`src/rtl/core/deq_pkg.sv`:
```
// deq_pkg: shared constants and types of the double-ended queue
// field widths, command and status codes, controller command bundle
// no dependencies
`default_nettype none

package deq_pkg;

  localparam int unsigned DEQ_DEPTH     = 1024;
  localparam int unsigned DEQ_WORD_BITS = 32;

  localparam int unsigned CMD_BITS    = 3;
  localparam int unsigned VALUE_BITS  = 32;
  localparam int unsigned COUNT_BITS  = 11;
  localparam int unsigned STATUS_BITS = 2;

  localparam logic [CMD_BITS-1:0] CMD_PUSH_FRONT = 3'd0;
  localparam logic [CMD_BITS-1:0] CMD_PUSH_BACK  = 3'd1;
  localparam logic [CMD_BITS-1:0] CMD_POP_FRONT  = 3'd2;
  localparam logic [CMD_BITS-1:0] CMD_POP_BACK   = 3'd3;
  localparam logic [CMD_BITS-1:0] CMD_PEEK       = 3'd4;

  localparam logic [STATUS_BITS-1:0] ST_DONE  = 2'd0;
  localparam logic [STATUS_BITS-1:0] ST_EMPTY = 2'd1;
  localparam logic [STATUS_BITS-1:0] ST_FULL  = 2'd2;

  typedef struct packed {
    logic latch;
    logic exec;
    logic read;
    logic load;
  } ctrl_cmd_t;

endpackage

`default_nettype wire

```
`src/rtl/core/deq_ctrl.sv`:
```
// deq_ctrl: sequencing state machine of the double-ended queue
// drives datapath commands and both handshakes; depends on deq_pkg
`default_nettype none

module deq_ctrl import deq_pkg::*; (
  input  wire logic clk_i,
  input  wire logic rst_ni,
  input  wire logic in_valid_i,
  output logic      in_ready_o,
  output logic      out_valid_o,
  input  wire logic out_ready_i,
  output ctrl_cmd_t cmd_o
);

  localparam logic [1:0] S_IDLE = 2'd0;
  localparam logic [1:0] S_EXEC = 2'd1;
  localparam logic [1:0] S_READ = 2'd2;
  localparam logic [1:0] S_RESP = 2'd3;

  logic [1:0] state_q, state_d;
  logic       out_valid_q, out_valid_d;
  logic       out_free;

  assign in_ready_o  = (state_q == S_IDLE);
  assign out_valid_o = out_valid_q;
  assign out_free    = !out_valid_q || out_ready_i;

  always_comb begin
    state_d     = state_q;
    out_valid_d = out_valid_q && !out_ready_i;
    cmd_o       = '0;
    unique case (state_q)
      S_IDLE: begin
        if (in_valid_i) begin
          cmd_o.latch = 1'b1;
          state_d     = S_EXEC;
        end
      end
      S_EXEC: begin
        cmd_o.exec = 1'b1;
        state_d    = S_READ;
      end
      S_READ: begin
        cmd_o.read = 1'b1;
        state_d    = S_RESP;
      end
      S_RESP: begin
        if (out_free) begin
          cmd_o.load  = 1'b1;
          out_valid_d = 1'b1;
          state_d     = S_IDLE;
        end
      end
      default: state_d = S_IDLE;
    endcase
  end

  always_ff @(posedge clk_i or negedge rst_ni) begin
    if (!rst_ni) begin
      state_q     <= S_IDLE;
      out_valid_q <= 1'b0;
    end else begin
      state_q     <= state_d;
      out_valid_q <= out_valid_d;
    end
  end

endmodule

`default_nettype wire

```
`config.mk`:
```
export PLATFORM = sky130hd
export DESIGN_NAME = deq_ctrl
export DESIGN_NICKNAME = d
export VERILOG_FILES = /design/src/rtl/core/deq_pkg.sv /design/src/rtl/core/deq_ctrl.sv
export SDC_FILE = /design/constraint.sdc
export NUM_CORES = 1
export LEC_CHECK = 0
export BUFFER_PORTS_ARGS = -buffer_cell sky130_fd_sc_hd__buf_4
export CORE_AREA = 2 2 39 41
export CTS_CLUSTER_DIAMETER = 40
export CTS_CLUSTER_SIZE = 10
export DETAILED_ROUTE_END_ITERATION = 10
export DIE_AREA = 0 0 41 43
export GPL_TIMING_DRIVEN = 0
export PLACE_DENSITY = 0.36
export REMOVE_ABC_BUFFERS = 1
export SETUP_SLACK_MARGIN = 0.2
export SYNTH_ARGS = -nofsm -noshare
export SYNTH_HDL_FRONTEND = slang
export SYNTH_SLANG_ARGS = --single-unit
export TNS_END_PERCENT = 1
```
`constraint.sdc`:
```
create_clock -name clk_i -period 1.55 [get_ports clk_i]
set_input_delay 0.2325 -clock clk_i [delete_from_list [all_inputs] [get_ports clk_i]]
set_output_delay 0.2325 -clock clk_i [all_outputs]
set_load 0.05 [all_outputs]
```
==> results of run 1 <==
worst max-delay path: cells and delay by family, from the launching register on:
kind,cells,cell delay (ns)
buf+inv,2,0.34
fa+ha+maj,1,0.18
flops,1,0.41
logic make-up (layout without fill, tap and decap cells):
family                     Yosys count  in the layout  synth area share [%]
and+or+nand+nor                      5              5                 16.46
buffers and inverters                3             20                 5.487
adders and majority gates            4              4                 24.39
AOI/OAI and AO/OA                    2              2                 9.756
DFF                                  3              3                 36.58
muxes                                1              1                 7.315
what timing repair did:
| action | in CTS | in global routing |
|---|---|---|
| hold buffers | 1 | 0 |
| resized for setup | 7 | 2 |
| setup endpoints to repair | 5 | 6 |
| buffers inserted | 1 | 2 |
| endpoints found under the hold margin | 3 | 0 |
| pin swaps | 1 | 1 |
flip-flops by register name (all words and copies together) (netlist names):
name         flops
state_q          2
out_valid_o      1
per-layer routing:
| layer | wire (um) | global-route usage, % |
|---|---|---|
| met5 | 0 | 0 |
| met2 | 207 | 9.688 |
| met3 | 56 | 6.283 |
| met4 | 0 | 4.000 |
| met1 | 225 | 9.061 |
Yosys cell counts:
cell type	n	area, um2
nand2b_1	2	12.51
and2_1	2	12.51
dfrtp_1	3	75.07
ha_1	4	50.05
mux2_4	1	15.01
o32a_2	1	11.26
a21oi_2	1	8.760
inv_1	3	11.26
and3b_1	1	8.760
through the flow:
stage	util [%]	hold WS (ns)	cell area [um2]
after floorplan	-	-0.06309	205.2
after global placement	21.16	0.02297	292.8
after detailed placement	21.16	0.02486	292.8
after CTS	25.95	0.2931	359.1
after global routing	27.49	0.3181	380.4
final	27.49	0.2934	380.4
worst max path at each step:
| stage | endpoint | cells past startpoint | startpoint | slack (ns) |
|---|---|---|---|---|
| 6_report | cmd_o[2] | 3 | state_q[0]$_DFFE_PN0P_ | 0.16 |
| 5_1_grt | cmd_o[3] | 4 | state_q[1]$_DFFE_PN0P_ | 0.10 |
| 4_1_cts | cmd_o[3] | 4 | state_q[1]$_DFFE_PN0P_ | 0.13 |
| 3_5_place_dp | state_q[1]$_DFFE_PN0P_ | 4 | state_q[0]$_DFFE_PN0P_ | 0.16 |
| 3_3_place_gp | state_q[1]$_DFFE_PN0P_ | 4 | state_q[0]$_DFFE_PN0P_ | 0.15 |
| 2_1_floorplan | cmd_o[3] | 3 | state_q[0]$_DFFE_PN0P_ | -0.18 |
cell type report:
class                           instances  area share [%]
Timing Repair Buffer                   13           29.28
Multi-Input combinational cell         12           35.86
Sequential cell                         3           19.74
Clock buffer                            4           6.908
Tap cell                               16           5.263
Inverter                                3           2.961
==> impl_metrics.env, run 1 <==
export IMPL_run_status="finished, final reports clean"
export IMPL_crit_chain="buf_4 > ha_1 > buf_4"
export IMPL_drt_iter0_markers=2
export IMPL_clkTransAtPathRegs_ns=0.04
export IMPL_hold_viol_final=0
export IMPL_place_congestion=0.6184
export IMPL_core_um2=1384
export IMPL_antenna_left=0
export IMPL_min_path_type="input port to flop"
export IMPL_layout_common_cells="buf_4 (10), clkbuf_4 (3), dfrtp_1 (3)"
export IMPL_dieArea_um2=1763
export IMPL_drive_above_1_share_pct=65.71
export IMPL_antenna_found_initial=0
export IMPL_setup_viol=0
export IMPL_cpPeakStageDelay_ns=0.41
export IMPL_grt_pass1_wl_um=841
export IMPL_num_io_pins=10
export IMPL_rows=14
export IMPL_numCtsBuffers=3
export IMPL_syn2layout_area_growth_pct=85.37
export IMPL_syn_area_um2=205.2
export IMPL_clock_sinks=3
export IMPL_cp_max_fo=3
export IMPL_start_util_pct=14.83
export IMPL_worst_pin_slew_ns=0.1517
export IMPL_numPortBuffers=9
export IMPL_max_cap_viol_count=0
export IMPL_synth_cell_types=9
export IMPL_postSynthAreaPerCell_um2=11.40
export IMPL_die_height_um=43
export IMPL_finClkSkew_ns=0.0003153
export IMPL_finalCritPeriodShare_pct=89.74
export IMPL_worstPathRequired_ns=1.32
export IMPL_hp_start="out_ready_i"
export IMPL_start_kind="flop"
export IMPL_clkLatencyLatePin_ns=0.23
export IMPL_layout_commonest_cell="buf_4"
export IMPL_ff_latch_area_um2=75.07
export IMPL_multi_input_area_um2=136.4
export IMPL_dp_cells=43
export IMPL_synth_seq_cells=3
export IMPL_synth_seq_area_share_pct=36.59
export IMPL_cp_common_cell="buf_4"
export IMPL_routed_wl_um=490
export IMPL_period_needed_ns=1.391
export IMPL_fin_cells=51
export IMPL_overflow=0
export IMPL_reg2reg_depth=4
export IMPL_grt_max_degree=5
export IMPL_dp_slack_ns=0.1577
export IMPL_synth_warnings=0
export IMPL_routed_via_density=3.667
export IMPL_maxSlewViolCount=0
export IMPL_htree_levels=1
export IMPL_drc=0
export IMPL_syn_inst=18
export IMPL_r2r_start="state_q[0]$_DFFE_PN0P_"
export IMPL_dr_pass1_iters=4
export IMPL_hold_path_depth=3
export IMPL_dpl_hpwl_um=324.1
export IMPL_r2r_setup_slack_ns=0.18
export IMPL_cts_root_buf="clkbuf_4"
export IMPL_crit_arrival_ns=1.16
export IMPL_grt_pass1_vias=199
export IMPL_fillerInstances=152
export IMPL_die_w_um=41
export IMPL_crit_path_end_kind="output pin"
export IMPL_critical_path_slowest_cell="dfrtp_1"
export IMPL_critPathKind="flop to output pin"
export IMPL_nNetsFinal=44
export IMPL_slew_headroom_pct=89.89
export IMPL_cts_tree="built"
export IMPL_rsz0062_at_grt="yes"
export IMPL_timing_fmax_mhz=719.0
export IMPL_detail_route_wl_per_cell_um=9.608
export IMPL_via_count=187
export IMPL_grt_usage_pct=7.746
export IMPL_r2r_end="state_q[1]$_DFFE_PN0P_"
export IMPL_diodes=0
export IMPL_setup_slack_ns=0.1591
export IMPL_clockBufferDepth=2
export IMPL_fin_setup_tns_ns=0
export IMPL_min_to="out_valid_o$_DFF_PN0_"
Power of run 1 is left out: the tool's default activity adds up to more than one toggle a clock period on the data nets, which glitch-free logic cannot reach.
==> run 2: changes to the inputs <==
--- a/config.mk
+++ b/config.mk
@@ -5,6 +5,7 @@
 export SDC_FILE = /design/constraint.sdc
 export NUM_CORES = 1
 export LEC_CHECK = 0
+export ABC_AREA = 1
 export BUFFER_PORTS_ARGS = -buffer_cell sky130_fd_sc_hd__buf_4
 export CORE_AREA = 2 2 39 41
 export CTS_CLUSTER_DIAMETER = 40
@@ -12,7 +13,7 @@
 export DETAILED_ROUTE_END_ITERATION = 10
 export DIE_AREA = 0 0 41 43
 export GPL_TIMING_DRIVEN = 0
-export PLACE_DENSITY = 0.36
+export PLACE_DENSITY = 0.38
 export REMOVE_ABC_BUFFERS = 1
 export SETUP_SLACK_MARGIN = 0.2
 export SYNTH_ARGS = -nofsm -noshare
==> run 2 against run 1 <==
Effect of this change:
- final area rose by 6.6%
- die area unchanged
- synthesized cell count grew 61%
- fmax increased by 0.17%
- critical path type unchanged
==> impl_metrics.env, run 2 <==
export IMPL_clkLatencyLatePin_ns=0.23
export IMPL_synth_cell_types=8
export IMPL_synthSimpleGateAreaFrac_pct=28.09
export IMPL_synth_fa_ha_area_share_pct=22.47
export IMPL_min_path_type="input port to flop"
export IMPL_antenna_found_initial=0
export IMPL_clkTransAtPathRegs_ns=0.04
export IMPL_hold_viol_final=0
export IMPL_worst_pin_slew_ns=0.1568
export IMPL_synth_edf_count=0
export IMPL_whs_ns=0.2838
export IMPL_muxShareOfSynthArea_pct=0
export IMPL_layout_common_cells="buf_4 (11), nand2_1 (7), inv_2 (4), inv_1 (4)"
export IMPL_async_flop_share_pct=100.0
export IMPL_run_status="finished, final reports clean"
export IMPL_rsz0062_at_grt="yes"
export IMPL_maxSlewViolCount=0
export IMPL_largest_register="state_q"
export IMPL_clockBufferDepth=2
export IMPL_timing_fmax_mhz=720.2
export IMPL_finClkSkew_ns=0.00009306
export IMPL_via_count=213
export IMPL_cp_max_fo=4
export IMPL_fin_cells=63
export IMPL_synth_area_top_cells="dfrtp_1 (34%), ha_1 (22%), inv_1 (13%)"
export IMPL_num_io_pins=10
export IMPL_yosysTopAreaCellShare_pct=33.71
export IMPL_nNetsFinal=56
export IMPL_reg2reg_depth=6
export IMPL_routed_wl_um=454
export IMPL_grt_max_degree=5
export IMPL_grt_pass1_vias=200
export IMPL_dr_pass1_iters=2
export IMPL_clock_sinks=3
export IMPL_grt_pass1_wl_um=710
export IMPL_ys_flop_type="dfrtp_1"
export IMPL_max_cap_viol_count=0
export IMPL_synth_top_family_by_area="simple AND/OR/NAND/NOR gates"
export IMPL_cpPeakStageDelay_ns=0.40
export IMPL_start_util_pct=16.09
export IMPL_overflow=0
export IMPL_syn_area_um2=222.7
export IMPL_syn_inst=29
export IMPL_largest_register_ffs=2
export IMPL_die_w_um=41
export IMPL_drt_iter0_markers=4
export IMPL_core_um2=1384
export IMPL_ff_latch_area_um2=75.07
export IMPL_synth_warnings=0
export IMPL_critical_path_slowest_cell="dfrtp_1"
export IMPL_period_needed_ns=1.388
export IMPL_critPathKind="flop to output pin"
export IMPL_place_congestion=0.6077
export IMPL_drive_above_1_share_pct=57.45
export IMPL_routed_via_density=3.381
export IMPL_dpl_hpwl_um=318.5
export IMPL_hp_start="out_ready_i"
export IMPL_dieArea_um2=1763
export IMPL_start_kind="flop"
export IMPL_die_height_um=43
export IMPL_syn2layout_area_growth_pct=82.02
export IMPL_detail_route_wl_per_cell_um=7.206
export IMPL_crit_chain="ha_2 > inv_2 > a21oi_2 > buf_6"
export IMPL_hold_path_depth=4
export IMPL_postSynthAreaPerCell_um2=7.680
export IMPL_setup_viol=0
export IMPL_rows=14
export IMPL_crit_arrival_ns=1.16
export IMPL_drc=0
export IMPL_slew_headroom_pct=89.55
export IMPL_dp_cells=54
export IMPL_antenna_left=0
export IMPL_fillerInstances=154
export IMPL_synth_compound_area_share_pct=2.247
export IMPL_yosys_area_top_type="dfrtp_1"
export IMPL_cts_tree="built"
export IMPL_finalCritPeriodShare_pct=89.58
export IMPL_dp_slack_ns=0.3043
export IMPL_synth_xor_xnor_area_share_pct=0
export IMPL_synth_common_cells="inv_1 (8), nand2_1 (8), ha_1 (4)"
export IMPL_crit_path_end_kind="output pin"
export IMPL_synth_seq_area_share_pct=33.71
export IMPL_worstPathRequired_ns=1.32
export IMPL_r2r_start="state_q[0]$_DFFE_PN0P_"
export IMPL_diodes=0
export IMPL_grt_usage_pct=6.332
export IMPL_numPortBuffers=9
export IMPL_synth_seq_cells=3
export IMPL_layout_commonest_cell="buf_4"
export IMPL_cts_root_buf="clkbuf_4"
export IMPL_setup_slack_ns=0.1615
export IMPL_multi_input_area_um2=138.9
export IMPL_numCtsBuffers=3
export IMPL_crit_start="state_q[0]$_DFFE_PN0P_"
export IMPL_htree_levels=1
-- run 2: cell count changes after synthesis, sizes merged --
| cell | before | now |
|---|---|---|
| nand2 | 0 | 10 |
| inv | 3 | 8 |
| nand3 | 0 | 3 |
| and2 | 2 | 0 |
| nand2b | 2 | 0 |
| and3b | 1 | 0 |
| mux2 | 1 | 0 |
| o32a | 1 | 0 |
-- run 2: repair_timing --
action                     CTS  global route
hold endpoints to repair     3             0
resized for setup            9             2
hold buffers                 1             0
setup endpoints to repair    3             5
pin swaps                    2             2
setup buffers                3             1
gates cloned                 0             0
-- run 2: routing by layer --
metal  vias to the layer above  track usage, %  routed length (um)
li1                        119               -                   -
met1                        87           6.129                 184
met2                         7           10.00                 237
met3                         0           1.571                  33
met4                         0           6.000                   0
met5                         -               0                   0
-- run 2: final cells by class --
cell class                      count  area share [%]
Clock buffer                        4           6.481
Inverter                            8           7.407
Multi-Input combinational cell     18           34.26
Sequential cell                     3           18.52
Tap cell                           16           4.938
Timing Repair Buffer               14           28.39
-- run 2: cells by family (layout without fill, tap and decap cells) --
logic type,after synthesis,count (layout)
AO/OA/AOI/OAI,1,1
buffers and inverters,8,26
adder cells (fa/ha/maj),4,4
flip-flops,3,3
AND/OR/NAND/NOR,13,13
-- run 2: critical path: cells and delay by family (launching register included) --
| family | cells | cell delay [ns] |
|---|---|---|
| compound gates | 1 | 0.11 |
| fa+ha+maj | 1 | 0.21 |
| buf+inv | 2 | 0.21 |
| flops | 1 | 0.40 |
-- run 2: metrics by stage --
step | area [um2] | TNS (ns) | util, %
finish | 405.4 | 0 | 29.29
global route | 405.4 | 0 | 29.29
CTS | 395.4 | 0 | 28.57
detailed placement | 310.3 | 0 | 22.42
global placement | 310.3 | 0 | 22.42
floorplan | 222.7 | -0.2183 | -
-- run 2: worst paths after layout --
path / slack [ns] / end
max in group asynchronous: 1.13 / out_valid_o$_DFF_PN0_
worst max-delay path: 0.16 / cmd_o[0]
worst min register to register: 0.55 / state_q[1]$_DFFE_PN0P_
worst max register to register: 0.45 / state_q[0]$_DFFE_PN0P_
min in group asynchronous: 0.33 / state_q[0]$_DFFE_PN0P_
worst min-delay path: 0.28 / out_valid_o$_DFF_PN0_
Power of run 2 is left out for the same reason.
==> run 3: changes to the inputs <==
--- a/config.mk
+++ b/config.mk
@@ -13,7 +13,7 @@
 export DETAILED_ROUTE_END_ITERATION = 10
 export DIE_AREA = 0 0 41 43
 export GPL_TIMING_DRIVEN = 0
-export PLACE_DENSITY = 0.38
+export PLACE_DENSITY = 0.39
 export REMOVE_ABC_BUFFERS = 1
 export SETUP_SLACK_MARGIN = 0.2
 export SYNTH_ARGS = -nofsm -noshare
==> constraint.sdc (replaced) <==
create_clock -name clk_i -period 1.15 [get_ports clk_i]
set_input_delay 0.115 -clock clk_i [delete_from_list [all_inputs] [get_ports clk_i]]
set_output_delay 0.115 -clock clk_i [all_outputs]
set_load 0.05 [all_outputs]
==> run 3 against run 2 <==
Effect of this change:
- die area unchanged
- clock skew rose by 0.0013 ns
- hold slack got worse by 0.12 ns
- critical path type unchanged
- the run now ends with setup timing left
- critical path depth rose by 1
- sequential share of layout area decreased by 0.50 points
- sequential cell count unchanged
- cell count stayed put
- routed wire length increased by 5.5%
- core utilization up 0.81 points
- final area increased by 2.8%
- via count grew 1.4%
- non-clock buffer count did not move
==> impl_metrics.env, run 3 (synthesis gave the netlist of run 2 again) <==
export IMPL_htree_levels=1
export IMPL_via_count=216
export IMPL_met2_length_um=256
export IMPL_detail_route_wl_per_cell_um=7.603
export IMPL_critPathKind="flop to output pin"
export IMPL_place_congestion=0.6328
export IMPL_die_height_um=43
export IMPL_largest_register_ffs=2
export IMPL_dpl_hpwl_um=330.3
export IMPL_crit_path_end_kind="output pin"
export IMPL_clockBufferDepth=2
export IMPL_highest_layer="met3"
export IMPL_clkLatencyLatePin_ns=0.23
export IMPL_dieArea_um2=1763
export IMPL_dr_pass1_iters=2
export IMPL_routed_wl_um=479
export IMPL_maxSlewViolCount=0
export IMPL_setup_viol=5
export IMPL_grt_pass1_vias=220
export IMPL_setup_slack_ns=-0.1288
export IMPL_hp_start="out_ready_i"
export IMPL_critical_path_slowest_cell="dfrtp_1"
export IMPL_dp_slack_ns=0.01224
export IMPL_timing_fmax_mhz=782.0
export IMPL_rsz0062_at_grt="yes"
export IMPL_cpPeakStageDelay_ns=0.41
export IMPL_critPathTopFamily="flip-flops"
export IMPL_max_cap_viol_count=0
export IMPL_worstPathRequired_ns=1.03
export IMPL_antenna_found_initial=0
export IMPL_crit_chain="inv_2 > ha_4 > nand2_1 > inv_1 > buf_6"
export IMPL_multi_input_area_um2=138.9
export IMPL_drive_above_1_share_pct=55.32
export IMPL_crit_buf_inv=3
export IMPL_grt_usage_pct=6.734
export IMPL_slew_headroom_pct=89.24
export IMPL_core_um2=1384
export IMPL_nNetsFinal=56
export IMPL_crit_arrival_ns=1.16
export IMPL_cp_max_fo=4
export IMPL_syn2layout_area_growth_pct=87.08
export IMPL_start_kind="flop"
export IMPL_rows=14
export IMPL_crit_start="state_q[1]$_DFFE_PN0P_"
export IMPL_antenna_left=0
export IMPL_clock_sinks=3
export IMPL_routed_wl_met3_um=25
export IMPL_ff_latch_area_um2=75.07
export IMPL_numPortBuffers=9
export IMPL_cts_tree="built"
export IMPL_largest_register="state_q"
export IMPL_grt_pass1_wl_um=765
export IMPL_numCtsBuffers=3
export IMPL_grt_max_degree=5
export IMPL_r2r_start="state_q[0]$_DFFE_PN0P_"
export IMPL_layout_common_cells="nand2_1 (8), buf_4 (8), inv_1 (5), buf_6 (5)"
export IMPL_worst_pin_slew_ns=0.1613
export IMPL_hold_viol_final=0
export IMPL_start_util_pct=16.09
export IMPL_wl_met1_um=197
export IMPL_drt_iter0_markers=2
export IMPL_die_w_um=41
export IMPL_drc=0
export IMPL_finClkSkew_ns=0.001403
export IMPL_cts_root_buf="clkbuf_4"
export IMPL_routed_via_density=3.429
export IMPL_clkTransAtPathRegs_ns=0.04
export IMPL_finalCritPeriodShare_pct=111.2
export IMPL_diodes=0
export IMPL_run_status="complete, but fails checks"
export IMPL_period_needed_ns=1.279
export IMPL_violations="setup timing"
export IMPL_min_path_type="input port to flop"
export IMPL_overflow=0
export IMPL_fillerInstances=154
export IMPL_post_route_util_pct=30.11
export IMPL_num_io_pins=10
## run 3: cell count changes in the layout (fill, tap and decap cells not counted)
cell | previous run | this run
ha_1 | 2 | 1
nand2_2 | 3 | 2
ha_2 | 1 | 2
buf_6 | 2 | 5
buf_4 | 11 | 8
inv_1 | 4 | 5
nand2_1 | 7 | 8
inv_2 | 4 | 3
## run 3: timing repair
action	4_1_cts	5_1_grt
endpoints found under the hold margin	3	0
pin swaps	2	1
gates resized for setup	12	1
hold buffers	1	0
setup buffers	3	1
setup endpoints to repair	8	9
## run 3: metrics by stage
step                hold WS, ns  TNS [ns]  area, um2  instances
CTS                      0.1581   -0.4932      405.4         62
detailed placement     -0.09325         0      310.3         54
global placement       -0.09268         0      310.3         54
global route             0.1837   -0.7476      416.7         63
floorplan               -0.1806    -1.232      222.7         29
finish                   0.1655   -0.4308      416.7         63
## run 3: final timing paths
kind,to,slack [ns],cells after the start
max,cmd_o[3],-0.13,5
min,out_valid_o$_DFF_PN0_,0.17,4
max reg2reg,state_q[0]$_DFFE_PN0P_,0.05,6
min reg2reg,state_q[1]$_DFFE_PN0P_,0.55,2
max in group asynchronous,out_valid_o$_DFF_PN0_,0.85,2
min in group asynchronous,state_q[0]$_DFFE_PN0P_,0.21,2
## run 3: final cells by class
class | instances | share of cell area (%)
inverters | 8 | 7.207
clock buffers | 4 | 6.306
well taps | 16 | 4.805
repair buffers | 14 | 30.33
flip-flops and latches | 3 | 18.02
multi-input cells | 18 | 33.33
## run 3: per-layer routing
metal	vias up	GRT usage, %
met5	-	0
met4	0	6.000
met3	0	1.571
met2	7	10.31
met1	88	7.097
li1	121	-
## run 3: worst reg2reg max path, delay by kind of cell (launching register included)
kind / cells / cell delay, ns
flip-flops: 1 / 0.41
adder cells (fa/ha/maj): 1 / 0.21
buffers and inverters: 1 / 0.13
AND/OR/NAND/NOR: 4 / 0.24
Power of run 3 is left out for the same reason.
